[config.mk]
export PLATFORM = sky130hd
export DESIGN_NAME = huffman_table_stream_parser
export DESIGN_NICKNAME = d
export VERILOG_FILES = /design/src/sv/htsp_pkg.sv /design/src/sv/htsp_input_reg.sv /design/src/sv/htsp_parse_core.sv /design/src/sv/htsp_output_reg.sv /design/src/sv/huffman_table_stream_parser.sv
export SDC_FILE = /design/constraint.sdc
export NUM_CORES = 1
export LEC_CHECK = 0
export BUFFER_PORTS_ARGS = -buffer_cell sky130_fd_sc_hd__buf_2
export CAP_MARGIN = 20
export CORE_ASPECT_RATIO = 1.2
export CORE_MARGIN = 1.5
export CORE_UTILIZATION = 45
export CTS_CLUSTER_SIZE = 14
export DETAILED_ROUTE_END_ITERATION = 8
export PLACE_DENSITY = 0.77
export SYNTH_ARGS = -nofsm -noshare
export SYNTH_HDL_FRONTEND = slang
export SYNTH_HIERARCHICAL = 1
export SYNTH_SLANG_ARGS = --single-unit
[constraint.sdc]
create_clock -name clk -period 6.6 [get_ports clk]
set_input_delay 1.32 -clock clk [delete_from_list [all_inputs] [get_ports clk]]
set_output_delay 1.32 -clock clk [all_outputs]
set_load 0.01 [all_outputs]
[src/sv/htsp_pkg.sv]
// shared types and constants of the huffman table stream parser
package htsp_pkg;

  // marker byte and record geometry
  localparam logic [7:0] MARK_BYTE    = 8'h23;
  localparam int         RECORD_BYTES = 6;
  localparam int         POS_W        = 3;
  localparam logic [POS_W-1:0] LAST_POS = POS_W'(RECORD_BYTES - 1);
  localparam logic [39:0] MARK_PREFIX = {5{MARK_BYTE}};
  localparam logic [7:0] FULL_BITS    = 8'd8;

  // result kinds
  typedef enum logic [1:0] {
    KIND_ENTRY   = 2'd0,
    KIND_PAYLOAD = 2'd1,
    KIND_ERROR   = 2'd2
  } kind_t;

  // error codes
  typedef enum logic [1:0] {
    ERR_TRUNCATED  = 2'd0,
    ERR_NO_PAYLOAD = 2'd1,
    ERR_NO_COUNT   = 2'd2
  } err_t;

  // parser phase, one-hot
  typedef enum logic [1:0] {
    PH_TABLE   = 2'b01,
    PH_PAYLOAD = 2'b10
  } phase_t;

  // one input word
  typedef struct packed {
    logic [7:0] byte_value;
    logic       is_final;
  } item_t;

  // one result word
  typedef struct packed {
    logic [1:0]  kind;
    logic [7:0]  symbol;
    logic [31:0] code_word;
    logic [7:0]  code_length;
    logic [7:0]  payload_byte;
    logic [7:0]  valid_bits;
    logic [1:0]  error_code;
    logic        stream_end;
  } result_t;

endpackage

[src/sv/htsp_input_reg.sv]
// input register stage with flow control toward the parse core
module htsp_input_reg (
  input  logic             clk,
  input  logic             rst,
  input  logic             in_valid,
  output logic             in_ready,
  input  logic [7:0]       byte_value,
  input  logic             is_final,
  input  logic             advance_ok,
  output logic             step,
  output htsp_pkg::item_t  item
);

  logic full;

  // the held word moves on when the output side can take its result
  assign step     = full && advance_ok;
  assign in_ready = !full || advance_ok;

  // occupancy flag
  always_ff @(posedge clk) begin
    if (rst) begin
      full <= 1'b0;
    end else if (in_ready) begin
      full <= in_valid;
    end
  end

  // payload capture
  always_ff @(posedge clk) begin
    if (in_valid && in_ready) begin
      item.byte_value <= byte_value;
      item.is_final   <= is_final;
    end
  end

endmodule

[src/sv/htsp_parse_core.sv]
// parser state and the per-word decode of table records and payload
module htsp_parse_core (
  input  logic               clk,
  input  logic               rst,
  input  logic               step,
  input  htsp_pkg::item_t    item,
  output logic               has_result,
  output htsp_pkg::result_t  result
);

  htsp_pkg::phase_t             phase, phase_next;
  logic [htsp_pkg::POS_W-1:0]   record_position, record_position_next;
  logic [39:0]                  record_buffer, record_buffer_next;
  logic [7:0]                   held_byte, held_byte_next;
  logic                         held_valid, held_valid_next;

  // next state and result for the held word
  always_comb begin
    phase_next           = phase;
    record_position_next = record_position;
    record_buffer_next   = record_buffer;
    held_byte_next       = held_byte;
    held_valid_next      = held_valid;
    has_result           = 1'b0;
    result               = '0;
    if (phase == htsp_pkg::PH_TABLE) begin
      if (record_position != htsp_pkg::LAST_POS) begin
        // collect record bytes, first byte ends up highest
        record_buffer_next   = {record_buffer[31:0], item.byte_value};
        record_position_next = record_position + htsp_pkg::POS_W'(1);
        if (item.is_final) begin
          has_result           = 1'b1;
          result.kind          = htsp_pkg::KIND_ERROR;
          result.error_code    = htsp_pkg::ERR_TRUNCATED;
          result.stream_end    = 1'b1;
          record_position_next = '0;
          held_valid_next      = 1'b0;
        end
      end else begin
        record_position_next = '0;
        if (record_buffer == htsp_pkg::MARK_PREFIX &&
            item.byte_value == htsp_pkg::MARK_BYTE) begin
          // end-of-table marker
          if (item.is_final) begin
            has_result        = 1'b1;
            result.kind       = htsp_pkg::KIND_ERROR;
            result.error_code = htsp_pkg::ERR_NO_PAYLOAD;
            result.stream_end = 1'b1;
          end else begin
            phase_next      = htsp_pkg::PH_PAYLOAD;
            held_valid_next = 1'b0;
          end
        end else if (item.is_final) begin
          has_result        = 1'b1;
          result.kind       = htsp_pkg::KIND_ERROR;
          result.error_code = htsp_pkg::ERR_TRUNCATED;
          result.stream_end = 1'b1;
        end else begin
          // complete table entry
          has_result         = 1'b1;
          result.kind        = htsp_pkg::KIND_ENTRY;
          result.symbol      = record_buffer[39:32];
          result.code_word   = record_buffer[31:0];
          result.code_length = item.byte_value;
        end
      end
    end else begin
      if (item.is_final) begin
        has_result      = 1'b1;
        result.stream_end = 1'b1;
        phase_next      = htsp_pkg::PH_TABLE;
        held_valid_next = 1'b0;
        if (!held_valid) begin
          result.kind       = htsp_pkg::KIND_ERROR;
          result.error_code = htsp_pkg::ERR_NO_COUNT;
        end else begin
          // last data byte takes its bit count from the final byte
          result.kind         = htsp_pkg::KIND_PAYLOAD;
          result.payload_byte = held_byte;
          result.valid_bits   = item.byte_value;
        end
      end else if (held_valid) begin
        has_result          = 1'b1;
        result.kind         = htsp_pkg::KIND_PAYLOAD;
        result.payload_byte = held_byte;
        result.valid_bits   = htsp_pkg::FULL_BITS;
        held_byte_next      = item.byte_value;
      end else begin
        held_byte_next  = item.byte_value;
        held_valid_next = 1'b1;
      end
    end
  end

  // control state
  always_ff @(posedge clk) begin
    if (rst) begin
      phase           <= htsp_pkg::PH_TABLE;
      record_position <= '0;
      held_valid      <= 1'b0;
    end else if (step) begin
      phase           <= phase_next;
      record_position <= record_position_next;
      held_valid      <= held_valid_next;
    end
  end

  // data state, only read once filled
  always_ff @(posedge clk) begin
    if (step) begin
      record_buffer <= record_buffer_next;
      held_byte     <= held_byte_next;
    end
  end

endmodule

[src/sv/htsp_output_reg.sv]
// result register driving the output channel
module htsp_output_reg (
  input  logic               clk,
  input  logic               rst,
  input  logic               load,
  input  htsp_pkg::result_t  result,
  output logic               advance_ok,
  output logic               out_valid,
  input  logic               out_ready,
  output htsp_pkg::result_t  held
);

  // free when empty or being drained this cycle
  assign advance_ok = !out_valid || out_ready;

  // valid flag
  always_ff @(posedge clk) begin
    if (rst) begin
      out_valid <= 1'b0;
    end else if (advance_ok) begin
      out_valid <= load;
    end
  end

  // result payload
  always_ff @(posedge clk) begin
    if (load && advance_ok) begin
      held <= result;
    end
  end

endmodule

[src/sv/huffman_table_stream_parser.sv]
// top level of the huffman table stream parser
// an accepted input word passes from the input register through the parse core into the result register
// throughput: one input word per cycle while the output side keeps up
// the input register and the result register each hold one word
// reset: synchronous rst returns to the table phase with empty registers
module huffman_table_stream_parser (
  input  logic        clk,
  input  logic        rst,
  input  logic        in_valid,
  output logic        in_ready,
  input  logic [7:0]  byte_value,
  input  logic        is_final,
  output logic        out_valid,
  input  logic        out_ready,
  output logic [1:0]  kind,
  output logic [7:0]  symbol,
  output logic [31:0] code_word,
  output logic [7:0]  code_length,
  output logic [7:0]  payload_byte,
  output logic [7:0]  valid_bits,
  output logic [1:0]  error_code,
  output logic        stream_end
);

  htsp_pkg::item_t   item;
  htsp_pkg::result_t result;
  htsp_pkg::result_t held;
  logic              step;
  logic              advance_ok;
  logic              has_result;

  // input word register
  htsp_input_reg u_in (
    .clk        (clk),
    .rst        (rst),
    .in_valid   (in_valid),
    .in_ready   (in_ready),
    .byte_value (byte_value),
    .is_final   (is_final),
    .advance_ok (advance_ok),
    .step       (step),
    .item       (item)
  );

  // record and payload decode
  htsp_parse_core u_core (
    .clk        (clk),
    .rst        (rst),
    .step       (step),
    .item       (item),
    .has_result (has_result),
    .result     (result)
  );

  // result word register
  htsp_output_reg u_out (
    .clk        (clk),
    .rst        (rst),
    .load       (step && has_result),
    .result     (result),
    .advance_ok (advance_ok),
    .out_valid  (out_valid),
    .out_ready  (out_ready),
    .held       (held)
  );

  // result fields
  assign kind         = held.kind;
  assign symbol       = held.symbol;
  assign code_word    = held.code_word;
  assign code_length  = held.code_length;
  assign payload_byte = held.payload_byte;
  assign valid_bits   = held.valid_bits;
  assign error_code   = held.error_code;
  assign stream_end   = held.stream_end;

endmodule

==> metrics.json, run 1 <==
{
  "grt.busiest_layer": "met2",
  "drc": 8,
  "globalRouteMet3Util_pct": 5.91,
  "design.core.area_sq_um": 10600,
  "grt_pass1_wl_um": 13000,
  "power_frac_clock_pct": 48.0,
  "rel_slew_slack_pct": 41.0,
  "cp_top_family": "simple AND/OR/NAND/NOR gates",
  "io_pins": 84,
  "critical_path_required_ns": 5.28,
  "totalPowerFinal_uw": 1960,
  "synthesis.yosys.warnings": 6,
  "most-common-layout-cells": "sky130_fd_sc_hd__edfxtp_1 (126), sky130_fd_sc_hd__buf_2 (83), sky130_fd_sc_hd__and2_1 (30), sky130_fd_sc_hd__clkbuf_16 (17), sky130_fd_sc_hd__and3_1 (16)",
  "drv_slew": 0,
  "fin_worst_hold_slack_ns": 0.457,
  "cts_resized": 0,
  "max_slew.worst_pin.slew_ns": 0.885,
  "grtUsageMet2_pct": 25.0,
  "timing.setup.critical_path_class": "input port to output port",
  "dpl_cell_area_sq_um": 5500,
  "grt.overflow.total": 0,
  "cts_hold_repair.buffers": 0,
  "die_x_um": 98.9,
  "cap_viol_max_count": 0,
  "fill_cells": 804,
  "multi_input_area_sq_um": 951,
  "timing.fmax_ghz": 0.316,
  "ys_ff_latch": 134,
  "wirelength_um": 8570,
  "drive_gt1_share_pct": 39.7,
  "worst-path-buf-inv": 2,
  "skew_ns": 0.00932,
  "mappedNetlistNets": 295,
  "path_max_fanout": 4,
  "grt_pass1_vias": 2549,
  "finalInstanceArea_sq_um": 6130,
  "firstDrtPassIters": 7,
  "comb_power_share_pct": 2.4,
  "net_switching_power_uw": 395,
  "ys_types": 35,
  "clk_pin_slew_ns": 0.06,
  "cts_inserted_buffers": 17,
  "drtAntennaViolNets": 0,
  "number_of_antenna_violations_at_the_first_check_in_global_routing": 0,
  "path_category_of_the_worst_min_delay_check": "flip-flop to flip-flop",
  "violations": "DRC",
  "floorplan.initialDensity_pct": 46.8,
  "met1_capacity_usage_during_global_routing_pct": 17.3,
  "num_antenna_cells": 0,
  "rsz_0062_raised_after_global_routing": "no",
  "p_int_uw": 1570,
  "series_of_cell_instances_along_the_critical_path": "buf_2, nand2b_4, nand2b_4, buf_2",
  "cp_peak_stage_delay_ns": 0.15,
  "row_count": 41,
  "port_buffers": 83,
  "mostFrequentLayoutCell": "sky130_fd_sc_hd__edfxtp_1",
  "grt_usage_pct": 15.4,
  "routed_wire_length_per_instance_um": 16.7,
  "area_growth_syn_to_fin_pct": 23.3,
  "power.switching_fraction_pct": 20.1,
  "hpwlAfterDp_um": 5760,
  "tns_ns": 0,
  "mappedNetlistArea_sq_um": 4970,
  "clockRootBuffer": "sky130_fd_sc_hd__clkbuf_16",
  "seqCellArea_sq_um": 3940,
  "final_core_utilization_pct": 57.7,
  "drt_iter0_drc": 160,
  "clock_tree.htree_level_count": 4,
  "ys_seq_area_share_pct": 79.3,
  "max-vdd-ir-drop_mv": 0.180,
  "clk-insertion-delay-late_ns": 0.41,
  "finalSetupViolations": 0,
  "startpoint_type": "input port",
  "cts.sink_count": 134,
  "final_nets": 388,
  "vias": 2592,
  "worst_setup_ep_type": "output port",
  "critical-path-slowest-cell": "sky130_fd_sc_hd__nand2b_4",
  "worstPathArrival_ns": 1.84,
  "tritoncts": "done",
  "post-route-min-period_ns": 3.16,
  "status": "finished with violations",
  "synthCells": 277,
  "power.share.sequential_pct": 49.7,
  "power_density_nw_per_um2": 320,
  "leakage_uw": 0.00229,
  "dieArea_sq_um": 11700,
  "die_h_um": 118,
  "cts_setup_buffers": 0,
  "timing.final.hold_violations": 0,
  "period_share_pct": 47.9,
  "vias_per_cell": 5.06,
  "gp_congestion": 0.759,
  "grt_start_max_net_pins": 70,
  "avgSynthCellArea_sq_um": 17.9,
  "clock_path_buffers": 2
}
## power groups by stage
stage          logic [uW]  registers, uW  clock network (uW)
2_1_floorplan        19.2            991                   0
3_3_place_gp         44.4            991                   0
3_5_place_dp         45.7            993                   0
4_1_cts              45.9            976                 958
5_1_grt              51.2            978                 990
6_report             46.8            975                 941
## final timing paths
check,startpoint,endpoint,slack (ns),cells past startpoint
min reg2reg,u_core/phase[0]$_SDFFE_PP1P_,u_core/phase[0]$_SDFFE_PP1P_,0.46,1
max,out_ready,in_ready,3.44,4
max reg2reg,u_core/record_buffer[19]$_DFFE_PP_,u_out/held[43]$_DFFE_PP_,3.95,6
min,u_core/phase[0]$_SDFFE_PP1P_,u_core/phase[0]$_SDFFE_PP1P_,0.46,1
## state kept, by name (all words and copies together), names as in the netlist
name / count
u_out/held: 69
u_core/record_buffer: 40
u_in/item: 9
u_core/held_byte: 8
u_core/record_position: 3
u_core/phase: 2
u_core/held_valid: 1
u_in/full: 1
u_out/out_valid: 1
## worst reg2reg max path: cells and delay by family (launching register included)
kind               cells  cell delay, ns
DFF                    1            0.41
AOI/OAI and AO/OA      1            0.15
and+or+nand+nor        5            1.68
## cells by family (layout without fill, tap and decap cells)
family / Yosys count / after routing / share of synthesized area, %
compound gates: 11 / 11 / 1.49
fa+ha+maj: 5 / 5 / 1.26
buf+inv: 17 / 123 / 1.81
flops: 134 / 134 / 79.3
mux: 2 / 2 / 0.403
simple gates: 108 / 108 / 15.7
## metrics by stage
stage,std cells,setup WS [ns]
2_1_floorplan,277,2.72
3_3_place_gp,479,3.44
3_5_place_dp,479,3.42
4_1_cts,511,3.44
5_1_grt,512,3.42
6_report,512,3.44
## cell type report
type | count | area share (%)
clock buffer | 17 | 6.94
multi-input combinational | 126 | 15.5
timing repair buffer | 85 | 7.23
clock inverter | 15 | 2.94
tap | 129 | 2.63
inverter | 6 | 0.368
sequential | 134 | 64.4
## per-layer routing
metal	wire [um]	share of wire, %
met2	4520	53
met3	459	5.4
met1	3360	39
met5	0	0
met4	223	2.6
## Yosys cell counts
library cell / count / area [sq um]
sky130_fd_sc_hd__buf_4: 1 / 7.51
sky130_fd_sc_hd__nor2_1: 7 / 26.3
sky130_fd_sc_hd__nand4_1: 5 / 31.3
sky130_fd_sc_hd__or4b_1: 1 / 10.0
sky130_fd_sc_hd__a21oi_2: 2 / 17.5
sky130_fd_sc_hd__edfxtp_1: 126 / 3780
sky130_fd_sc_hd__buf_6: 3 / 33.8
sky130_fd_sc_hd__ha_1: 5 / 62.6
sky130_fd_sc_hd__a211oi_1: 1 / 7.51
sky130_fd_sc_hd__and2_4: 15 / 131
sky130_fd_sc_hd__nand2b_4: 2 / 27.5
sky130_fd_sc_hd__nor3_2: 1 / 10.0
sky130_fd_sc_hd__nor2b_1: 2 / 12.5
sky130_fd_sc_hd__clkbuf_1: 7 / 26.3
sky130_fd_sc_hd__and2_2: 9 / 67.6
sky130_fd_sc_hd__o211ai_1: 1 / 7.51
sky130_fd_sc_hd__nor4bb_1: 2 / 20.0
sky130_fd_sc_hd__o21a_1: 1 / 7.51
sky130_fd_sc_hd__o21ai_0: 2 / 10.0
sky130_fd_sc_hd__mux2i_1: 2 / 20.0
sky130_fd_sc_hd__nand2b_1: 2 / 12.5
sky130_fd_sc_hd__and2_1: 30 / 188
sky130_fd_sc_hd__and3_1: 16 / 100
sky130_fd_sc_hd__inv_1: 6 / 22.5
sky130_fd_sc_hd__nor4_4: 1 / 21.3
sky130_fd_sc_hd__nand2_1: 2 / 7.51
sky130_fd_sc_hd__a211o_1: 1 / 8.76
sky130_fd_sc_hd__and4_2: 1 / 10.0
sky130_fd_sc_hd__nor4_1: 1 / 6.26
sky130_fd_sc_hd__nor3_1: 3 / 15.0
sky130_fd_sc_hd__nor4b_1: 5 / 43.8
sky130_fd_sc_hd__nor4b_2: 1 / 15.0
sky130_fd_sc_hd__a21oi_1: 3 / 15.0
sky130_fd_sc_hd__and4bb_2: 2 / 25.0
sky130_fd_sc_hd__dfxtp_1: 8 / 160
Power figures use the tool's default switching activity.
==> run 2: changes to the inputs <==
==> constraint.sdc (replaced) <==
create_clock -name clk -period 3.25 [get_ports clk]
set_input_delay 0.65 -clock clk [delete_from_list [all_inputs] [get_ports clk]]
set_output_delay 0.65 -clock clk [all_outputs]
set_load 0.01 [all_outputs]
==> metrics.json, run 2 (synthesis gave the netlist of run 1 again) <==
{
  "power.switching_fraction": {"value": 21.1, "unit": "%", "change": "+0.96 points"},
  "cap_viol_max_count": {"value": 0, "change": "unchanged"},
  "clk_pin_slew": {"value": 0.06, "unit": "ns", "change": "about the same"},
  "grt_pass1_wl": {"value": 13700, "unit": "um", "change": "+4.9%"},
  "critical-path-slowest-cell": "sky130_fd_sc_hd__nor4_4",
  "drv_slew": {"value": 0, "change": "unchanged"},
  "totalPowerFinal": {"value": 3840, "unit": "uW", "change": "+95%"},
  "critical_path_required": {"value": 3.30, "unit": "ns", "change": "-1.98 ns"},
  "fill_cells": {"value": 793, "change": "-1.4%"},
  "path_max_fanout": {"value": 69, "change": "+65"},
  "cts_inserted_buffers": {"value": 17, "change": "unchanged"},
  "timing.final.hold_violations": {"value": 0, "change": "unchanged"},
  "reg_top3": "u_out/held: 69 flops, u_core/record_buffer: 40 flops, u_in/item: 9 flops",
  "p_int": {"value": 3030, "unit": "uW", "change": "+93%"},
  "power.share.sequential": {"value": 51.6, "unit": "%", "change": "+1.9 points"},
  "comb_power_share": {"value": 2.4, "unit": "%", "change": "about the same"},
  "hpwlAfterDp": {"value": 5740, "unit": "um", "change": "-0.31%"},
  "timing.setup.critical_path_class": "flip-flop to flip-flop",
  "worst_flop_to_flop_path_endpoint": "u_out/held[55]$_DFFE_PP_",
  "startpoint_type": "flip-flop",
  "grt_pass1_vias": {"value": 2566, "change": "+0.67%"},
  "regToRegSetupSlack": {"value": 0.59, "unit": "ns", "change": "-3.36 ns"},
  "crit_start": "u_core/record_buffer[18]$_DFFE_PP_",
  "tns": {"value": 0, "unit": "ns", "change": "unchanged"},
  "io_pins": {"value": 84, "change": "unchanged"},
  "power_density": {"value": 630, "unit": "nW/um^2", "change": "+97%"},
  "row_count": {"value": 41, "change": "unchanged"},
  "area_growth_syn_to_fin_pct": 22.4,
  "wirelength": {"value": 8780, "unit": "um", "change": "+2.5%"},
  "cts_hold_repair.buffers": {"value": 0, "change": "unchanged"},
  "drive_gt1_share": {"value": 39.6, "unit": "%", "change": "-0.10 points"},
  "max_reg_flops": {"value": 69, "change": "unchanged"},
  "cp_top_family": "simple AND/OR/NAND/NOR gates",
  "timing.rr.start": "u_core/record_buffer[18]$_DFFE_PP_",
  "clock_path_buffers": {"value": 2, "change": "unchanged"},
  "clockRootBuffer": "sky130_fd_sc_hd__clkbuf_16",
  "finalSetupViolations": {"value": 0, "change": "unchanged"},
  "clk-insertion-delay-late": {"value": 0.41, "unit": "ns", "change": "about the same"},
  "most-common-layout-cells": "sky130_fd_sc_hd__edfxtp_1 (126), sky130_fd_sc_hd__buf_2 (83), sky130_fd_sc_hd__and2_1 (30), sky130_fd_sc_hd__clkbuf_16 (17), sky130_fd_sc_hd__and3_1 (16)",
  "cts.sink_count": {"value": 134, "change": "unchanged"},
  "series_of_cell_instances_along_the_critical_path": "nor4bb_1, nand4_1, nor4_4, o21ai_0, and2_1, and2_4",
  "status": "finished with violations",
  "timing.fmax_ghz": 0.376,
  "cp_peak_stage_delay": {"value": 0.47, "unit": "ns", "change": "+0.32 ns"},
  "mostFrequentLayoutCell": "sky130_fd_sc_hd__edfxtp_1",
  "skew": {"value": 0.00846, "unit": "ns", "change": "-0.000868 ns"},
  "crit_path_end": "u_out/held[55]$_DFFE_PP_",
  "cts_setup_buffers": {"value": 0, "change": "unchanged"},
  "dieArea": {"value": 11700, "unit": "sq um", "change": "unchanged"},
  "vias": {"value": 2610, "change": "+0.69%"},
  "leakage": {"value": 0.00228, "unit": "uW", "change": "-0.43%"},
  "grt.overflow.total": {"value": 0, "change": "unchanged"},
  "design.core.area": {"value": 10600, "unit": "sq um", "change": "unchanged"},
  "floorplan.initialDensity": {"value": 46.8, "unit": "%", "change": "unchanged"},
  "grt_start_max_net_pins": {"value": 70, "change": "unchanged"},
  "rel_slew_slack": {"value": 39.5, "unit": "%", "change": "-1.5 points"},
  "rsz_0062_raised_after_global_routing": "no",
  "worst_setup_ep_type": "flip-flop",
  "worst-path-buf-inv": {"value": 0, "change": "-2"},
  "period_share_pct": 81.8,
  "die_h": {"value": 118, "unit": "um", "change": "unchanged"},
  "drt_iter0_drc": {"value": 212, "change": "+33%"},
  "gp_congestion": {"value": 0.822, "change": "+8.3%"},
  "firstDrtPassIters": {"value": 8, "change": "+1"},
  "routed_wire_length_per_instance": {"value": 17.1, "unit": "um", "change": "+2.3%"},
  "power_frac_clock": {"value": 46.0, "unit": "%", "change": "-2.0 points"},
  "violations": "DRC",
  "number_of_antenna_violations_at_the_first_check_in_global_routing": {"value": 0, "change": "unchanged"},
  "worstPathArrival": {"value": 2.71, "unit": "ns", "change": "+0.87 ns"},
  "grt_usage": {"value": 16.0, "unit": "%", "change": "+0.63 points"},
  "max_flop_register": "u_out/held",
  "cts_resized": {"value": 0, "change": "unchanged"},
  "drtAntennaViolNets": {"value": 0, "change": "unchanged"},
  "critical_path_cell_count": {"value": 6, "change": "+2"},
  "tritoncts": "done",
  "drc": {"value": 8, "change": "unchanged"},
  "num_antenna_cells": {"value": 0, "change": "unchanged"},
  "max-vdd-ir-drop": {"value": 0.362, "unit": "mV", "change": "+100%"},
  "die_x": {"value": 98.9, "unit": "um", "change": "unchanged"},
  "path_category_of_the_worst_min_delay_check": "input port to flip-flop",
  "final_core_utilization": {"value": 57.3, "unit": "%", "change": "-0.39 points"},
  "post-route-min-period_ns": 2.66,
  "net_switching_power": {"value": 809, "unit": "uW", "change": "+100%"},
  "port_buffers": {"value": 83, "change": "unchanged"},
  "final_nets": {"value": 389, "change": "+0.26%"},
  "vias_per_cell": {"value": 5.09, "change": "+0.50%"},
  "clock_tree.htree_level_count": {"value": 4, "change": "unchanged"},
  "max_slew.worst_pin.slew": {"value": 0.907, "unit": "ns", "change": "+0.0224 ns"},
  "rr_worst_depth": {"value": 6, "change": "unchanged"}
}
==> run 2: cell types whose count changed in the layout (fill, tap and decap cells not counted), sizes merged <==
cell      before  now
clkinv         5    8
bufinv         3    1
clkinvlp       6    4
buf           85   86
inv            7    8
==> run 2: how the worst min path moves through the flow <==
stage / slack, ns / start / cells after the start / endpoint
after floorplan: 0.43 / u_core/phase[1]$_SDFFE_PP0P_ / 2 / u_core/phase[1]$_SDFFE_PP0P_
after global placement: 0.43 / u_core/phase[0]$_SDFFE_PP1P_ / 1 / u_core/phase[0]$_SDFFE_PP1P_
after detailed placement: 0.44 / u_core/phase[0]$_SDFFE_PP1P_ / 1 / u_core/phase[0]$_SDFFE_PP1P_
after CTS: 0.39 / byte_value[1] / 1 / u_in/item[2]$_DFFE_PP_
after global routing: 0.39 / byte_value[1] / 1 / u_in/item[2]$_DFFE_PP_
final: 0.41 / byte_value[1] / 1 / u_in/item[2]$_DFFE_PP_
==> run 2: stage by stage <==
| step | hold WS, ns | setup slack, ns | std cells | area (sq um) |
|---|---|---|---|---|
| 6_report | 0.410 | 0.592 | 513 | 6090 |
| 3_5_place_dp | 0.442 | 0.592 | 481 | 5530 |
| 4_1_cts | 0.391 | 0.587 | 513 | 6090 |
| 3_3_place_gp | 0.434 | 0.721 | 481 | 5530 |
| 5_1_grt | 0.386 | 0.352 | 513 | 6090 |
| 2_1_floorplan | 0.426 | 0.0357 | 277 | 4970 |
==> run 2: final cells by class <==
| cell class | count | area, sq um | share of cell area (%) |
|---|---|---|---|
| clock buffer | 17 | 425 | 6.99 |
| clock inverter | 15 | 131 | 2.16 |
| inverter | 6 | 22.5 | 0.370 |
| multi-input combinational | 126 | 951 | 15.6 |
| sequential | 134 | 3940 | 64.8 |
| tap | 129 | 161 | 2.65 |
| timing repair buffer | 86 | 450 | 7.40 |
==> run 2: power by group through the flow <==
stage	Sequential [uW]	Clock, uW	Combinational [uW]
after floorplan	2010	0	39.0
after global placement	2010	0	92.2
after detailed placement	2020	0	94.6
after CTS	1980	1790	95.2
after global routing	1990	1860	103
final	1980	1760	93.9
==> run 2: layer usage <==
layer  up-vias  part of all wire (%)  track usage (%)
met5         -                     0                0
met4         0                  0.58             6.70
met3         2                   6.9             6.27
met2       104                    52             25.4
met1      1282                    40             19.5
li1       1222                     -                -
